### src/gbta_pkg.sv
// Package for the greedy box-track association block: payload structs,
// result kinds, sequencer states and register indexes.
// No dependencies.
`default_nettype none
package gbta_pkg;

  localparam int unsigned MaxTracksDef = 32;
  localparam int unsigned CoordBitsDef = 12;
  localparam int unsigned CoordW = 12;
  localparam int unsigned CfgAddrW = 2;
  localparam int unsigned CfgDataW = 16;

  typedef enum logic [1:0] {
    KIND_MATCHED = 2'd0,
    KIND_NEW     = 2'd1,
    KIND_KEPT    = 2'd2,
    KIND_FULL    = 2'd3
  } kind_e;

  typedef enum logic [CfgAddrW-1:0] {
    REG_XFRAC = 2'd0,
    REG_YFRAC = 2'd1,
    REG_MISS  = 2'd2
  } reg_idx_e;

  typedef enum logic [2:0] {
    ST_IDLE, ST_SEARCH, ST_CHECK, ST_PLACE, ST_AGE, ST_EMIT
  } back_state_e;

  typedef struct packed {
    logic              has_detection;
    logic [7:0]        object_class;
    logic [CoordW-1:0] box_left;
    logic [CoordW-1:0] box_top;
    logic [CoordW-1:0] box_right;
    logic [CoordW-1:0] box_bottom;
    logic              frame_end;
  } det_req_t;

  typedef struct packed {
    logic [15:0]       track_id;
    logic [1:0]        result_kind;
    logic [7:0]        out_class;
    logic [CoordW-1:0] out_left;
    logic [CoordW-1:0] out_top;
    logic [CoordW-1:0] out_right;
    logic [CoordW-1:0] out_bottom;
    logic              last_of_run;
  } trk_res_t;

endpackage : gbta_pkg
`default_nettype wire

### src/gbta_front.sv
// Front part: takes requests, masks the box to the coordinate width and
// queues them in a two-entry buffer for the back part. Uses gbta_pkg.
`default_nettype none
module gbta_front import gbta_pkg::*; #(
  parameter int unsigned CoordBits = CoordBitsDef
) (
  input  wire logic     clk_i,
  input  wire logic     rst_ni,
  input  wire logic     in_valid_i,
  output logic          in_ready_o,
  input  wire det_req_t in_data_i,
  output logic          q_valid_o,
  input  wire logic     q_ready_i,
  output det_req_t      q_data_o
);
  localparam logic [CoordW-1:0] Mask = CoordW'((32'd1 << CoordBits) - 32'd1);

  det_req_t  buf_q [2];
  logic      wr_q, rd_q;
  logic [1:0] cnt_q;
  det_req_t  clean;

  // Mask: drop coordinate bits beyond the configured width
  always_comb begin
    clean = in_data_i;
    clean.box_left   = in_data_i.box_left & Mask;
    clean.box_top    = in_data_i.box_top & Mask;
    clean.box_right  = in_data_i.box_right & Mask;
    clean.box_bottom = in_data_i.box_bottom & Mask;
  end

  assign in_ready_o = (cnt_q != 2'd2);
  assign q_valid_o  = (cnt_q != 2'd0);
  assign q_data_o   = buf_q[rd_q];

  // Queue pointers
  always_ff @(posedge clk_i or negedge rst_ni) begin
    if (!rst_ni) begin
      wr_q <= 1'b0;
      rd_q <= 1'b0;
      cnt_q <= 2'd0;
    end else begin
      if (in_valid_i && in_ready_o) wr_q <= ~wr_q;
      if (q_valid_o && q_ready_i) rd_q <= ~rd_q;
      cnt_q <= cnt_q + 2'(in_valid_i && in_ready_o) - 2'(q_valid_o && q_ready_i);
    end
  end

  always_ff @(posedge clk_i) begin
    if (in_valid_i && in_ready_o) buf_q[wr_q] <= clean;
  end

`ifndef ASSERT_OFF
  a_cnt: assert property (@(posedge clk_i) disable iff (!rst_ni) cnt_q != 2'd3)
    else $error("queue count overflow");
  a_full: assert property (@(posedge clk_i) disable iff (!rst_ni)
    cnt_q == 2'd2 |-> !in_ready_o) else $error("ready while full");
  a_empty: assert property (@(posedge clk_i) disable iff (!rst_ni)
    cnt_q == 2'd0 |-> !q_valid_o) else $error("valid while empty");
`endif
endmodule : gbta_front
`default_nettype wire

### config.mk
export PLATFORM = sky130hd
export DESIGN_NAME = gbta_front
export DESIGN_NICKNAME = d
export VERILOG_FILES = /design/src/gbta_pkg.sv /design/src/gbta_front.sv
export SDC_FILE = /design/constraint.sdc
export NUM_CORES = 1
export LEC_CHECK = 0
export ABC_AREA = 1
export BUFFER_PORTS_ARGS = -buffer_cell sky130_fd_sc_hd__buf_2
export CAP_MARGIN = 20
export CELL_PAD_IN_SITES_DETAIL_PLACEMENT = 2
export CELL_PAD_IN_SITES_GLOBAL_PLACEMENT = 2
export CORE_UTILIZATION = 25
export CTS_CLUSTER_SIZE = 28
export DETAILED_ROUTE_END_ITERATION = 8
export PLACE_DENSITY_LB_ADDON = 0.1
export SETUP_SLACK_MARGIN = 0.02
export SYNTH_ARGS = -nofsm -noshare
export SYNTH_HDL_FRONTEND = slang
export SYNTH_SLANG_ARGS = --single-unit
### constraint.sdc
create_clock -name clk_i -period 5.8 [get_ports clk_i]
set_input_delay 0.29 -clock clk_i [delete_from_list [all_inputs] [get_ports clk_i]]
set_output_delay 0.29 -clock clk_i [all_outputs]
set_load 0.1 [all_outputs]
==> metrics <==
Die Y=roughly 140 um; clk buf depth=2; Layout Nets=531; commonest cells after routing, fill and taps aside=187 x nand2_1, 121 x buf_2, 116 x edfxtp_1; vias in the first global route=around 3.2k; syn nets=approximately 400; Synth Warn #=0; pins over their slew limit=0; HP Class=in2reg; Pre-antenna DRT Iters=4; Max Used Layer=met5; WL met1=approximately 4500 um; Setup Buffers After CTS=0; Required @ worst endpoint=between 5 and 6 ns; GP Congestion=0.659; cells after synthesis=335; first-pass GRT wire length=16,400 um; GR Util All Layers=roughly an eighth; Worst slew margin=roughly two fifths; Setup Crit Path Kind=reg2out; flop2flop setup slack=about 3.5 ns; Hold EP=buf_q[1][8]; final setup vio count=0; clk sink count=120; FF+latch count, synth=120; core area=~17,000 um2; Crit Path Max Fanout=31; initial antenna violation count=2; DR vias=~2.9k; GRT Residual Overflow=0; Layout Skew=between 0.006 and 0.007 ns; commonest non-fill, non-tap cell in the layout=nand2_1; Reg2Reg Depth=4; CP delay by family, top=buffers and inverters; die area=~18,000 um2; CTS tree=built; share of post-route cells with drive strength above 1=around 31%; Root Buffer=clkbuf_16; Layout area overhead=30.2%; WL final=approximately 11,000 um; Critical Path Start Type=flop; Crit-path slowest cell=buf_4; Final HPWL DP=6770 um; I/O pin total=between 100 and 150; synth unique cells=11; Most common cell on crit path=nand2_1; Tmin final=2.65 ns; Wirelength per Cell=about 15 um; setup_tns=0 ns; Worst EP arrival=around 2.4 ns; unrepaired setup endpoints after global routing=no; slowest stage delay, CP=around 0.45 ns; Vias/cell=between 4 and 5; htree depth=4; worst slew pin tran=around 0.89 ns; Reg clk slew, reported paths=around 0.05 ns; worst-path cell chain=inv_2 -> buf_4 -> nand2_1 -> nand2_1 -> buf_2; hold_buf cts=1; CP Capture Type=primary output; post-route ant nets=0; status=completed; final period utilization=a little under half; met3 wire length=706 um; terminus of the critical flop-to-flop path=buf_q[1][1]; CP Buf/Inv Count=3; Worst-Skew Late Latency=around 0.41 ns; # DRC=0; routed length on met2=~5300 um; worst hold path cell count=1; Post-CTS Resized=0; mean post-synth cell area=~13 um2; chip width=about 140 um; Final Hold Vio Count=0; Highest Clock Rate=377 MHz; cts bufs inserted=17; Initial Utilization=25.6%; RR Startpoint=cnt_q[1]; Max Cap Violations=0; port bufs=roughly 120; largest net degree at the start of global routing=60; Syn Std Cell Area=4450 um2; sequential area share after synthesis=around 80%; Min-Delay Startpoint=in_data_i[8]; initial DRC count=between 70 and 80; Rows=48
worst max path at each step:
stage                   from            to  slack [ns]  cells past startpoint
finish                  rd_q  q_data_o[22]        3.15                      5
global route            rd_q  q_data_o[22]        2.91                      5
CTS                     rd_q  q_data_o[22]        3.00                      5
detailed placement  cnt_q[0]  buf_q[1][33]        3.45                      5
global placement        rd_q  q_data_o[22]        3.48                      5
floorplan           cnt_q[1]   buf_q[1][0]        1.58                      3
stage by stage:
step                cells  worst slack (ns)  util, %  area, um2  hold WS [ns]
floorplan             335              1.58        -       4450      -0.00559
global placement      672              3.48     30.5       5290         0.111
detailed placement    672              3.45     30.5       5290         0.116
CTS                   701              3.00     33.4       5790        0.0472
global route          701              2.91     33.4       5790        0.0509
finish                702              3.15     33.4       5800        0.0688
layout make-up:
type	instances	area, um2
inverters	9	33.8
flip-flops and latches	120	3580
clock buffers	19	433
fillers	1860	11600
well taps	225	282
multi-input cells	193	753
diodes	1	2.50
repair buffers	126	646
clock inverters	9	62.6
cell usage after synthesis, drive strengths merged:
master  instances  area share [%]
ha              2            0.56
inv             9            0.76
dfrtp           4             2.2
nor2            1           0.084
buf            13             2.0
nand2         187              16
nand3           3            0.34
edfxtp        116              78
registers in the layout, summed over array words and instances (netlist names):
name / flops
buf_q: 116
cnt_q: 2
rd_q: 1
wr_q: 1
kinds of logic after synthesis:
group | share of synthesized area [%]
adder cells (fa/ha/maj) | 0.562
buffers and inverters | 2.75
flip-flops | 80.5
AND/OR/NAND/NOR | 16.2
metal layers:
metal / vias up / track usage, %
li1: 1385 / -
met1: 1417 / 13.7
met2: 90 / 21.1
met3: 21 / 4.83
met4: 2 / 6.55
met5: - / 0
Power is left out: the tool's default activity adds up to more than one toggle a clock period on the data nets, which glitch-free logic cannot reach.
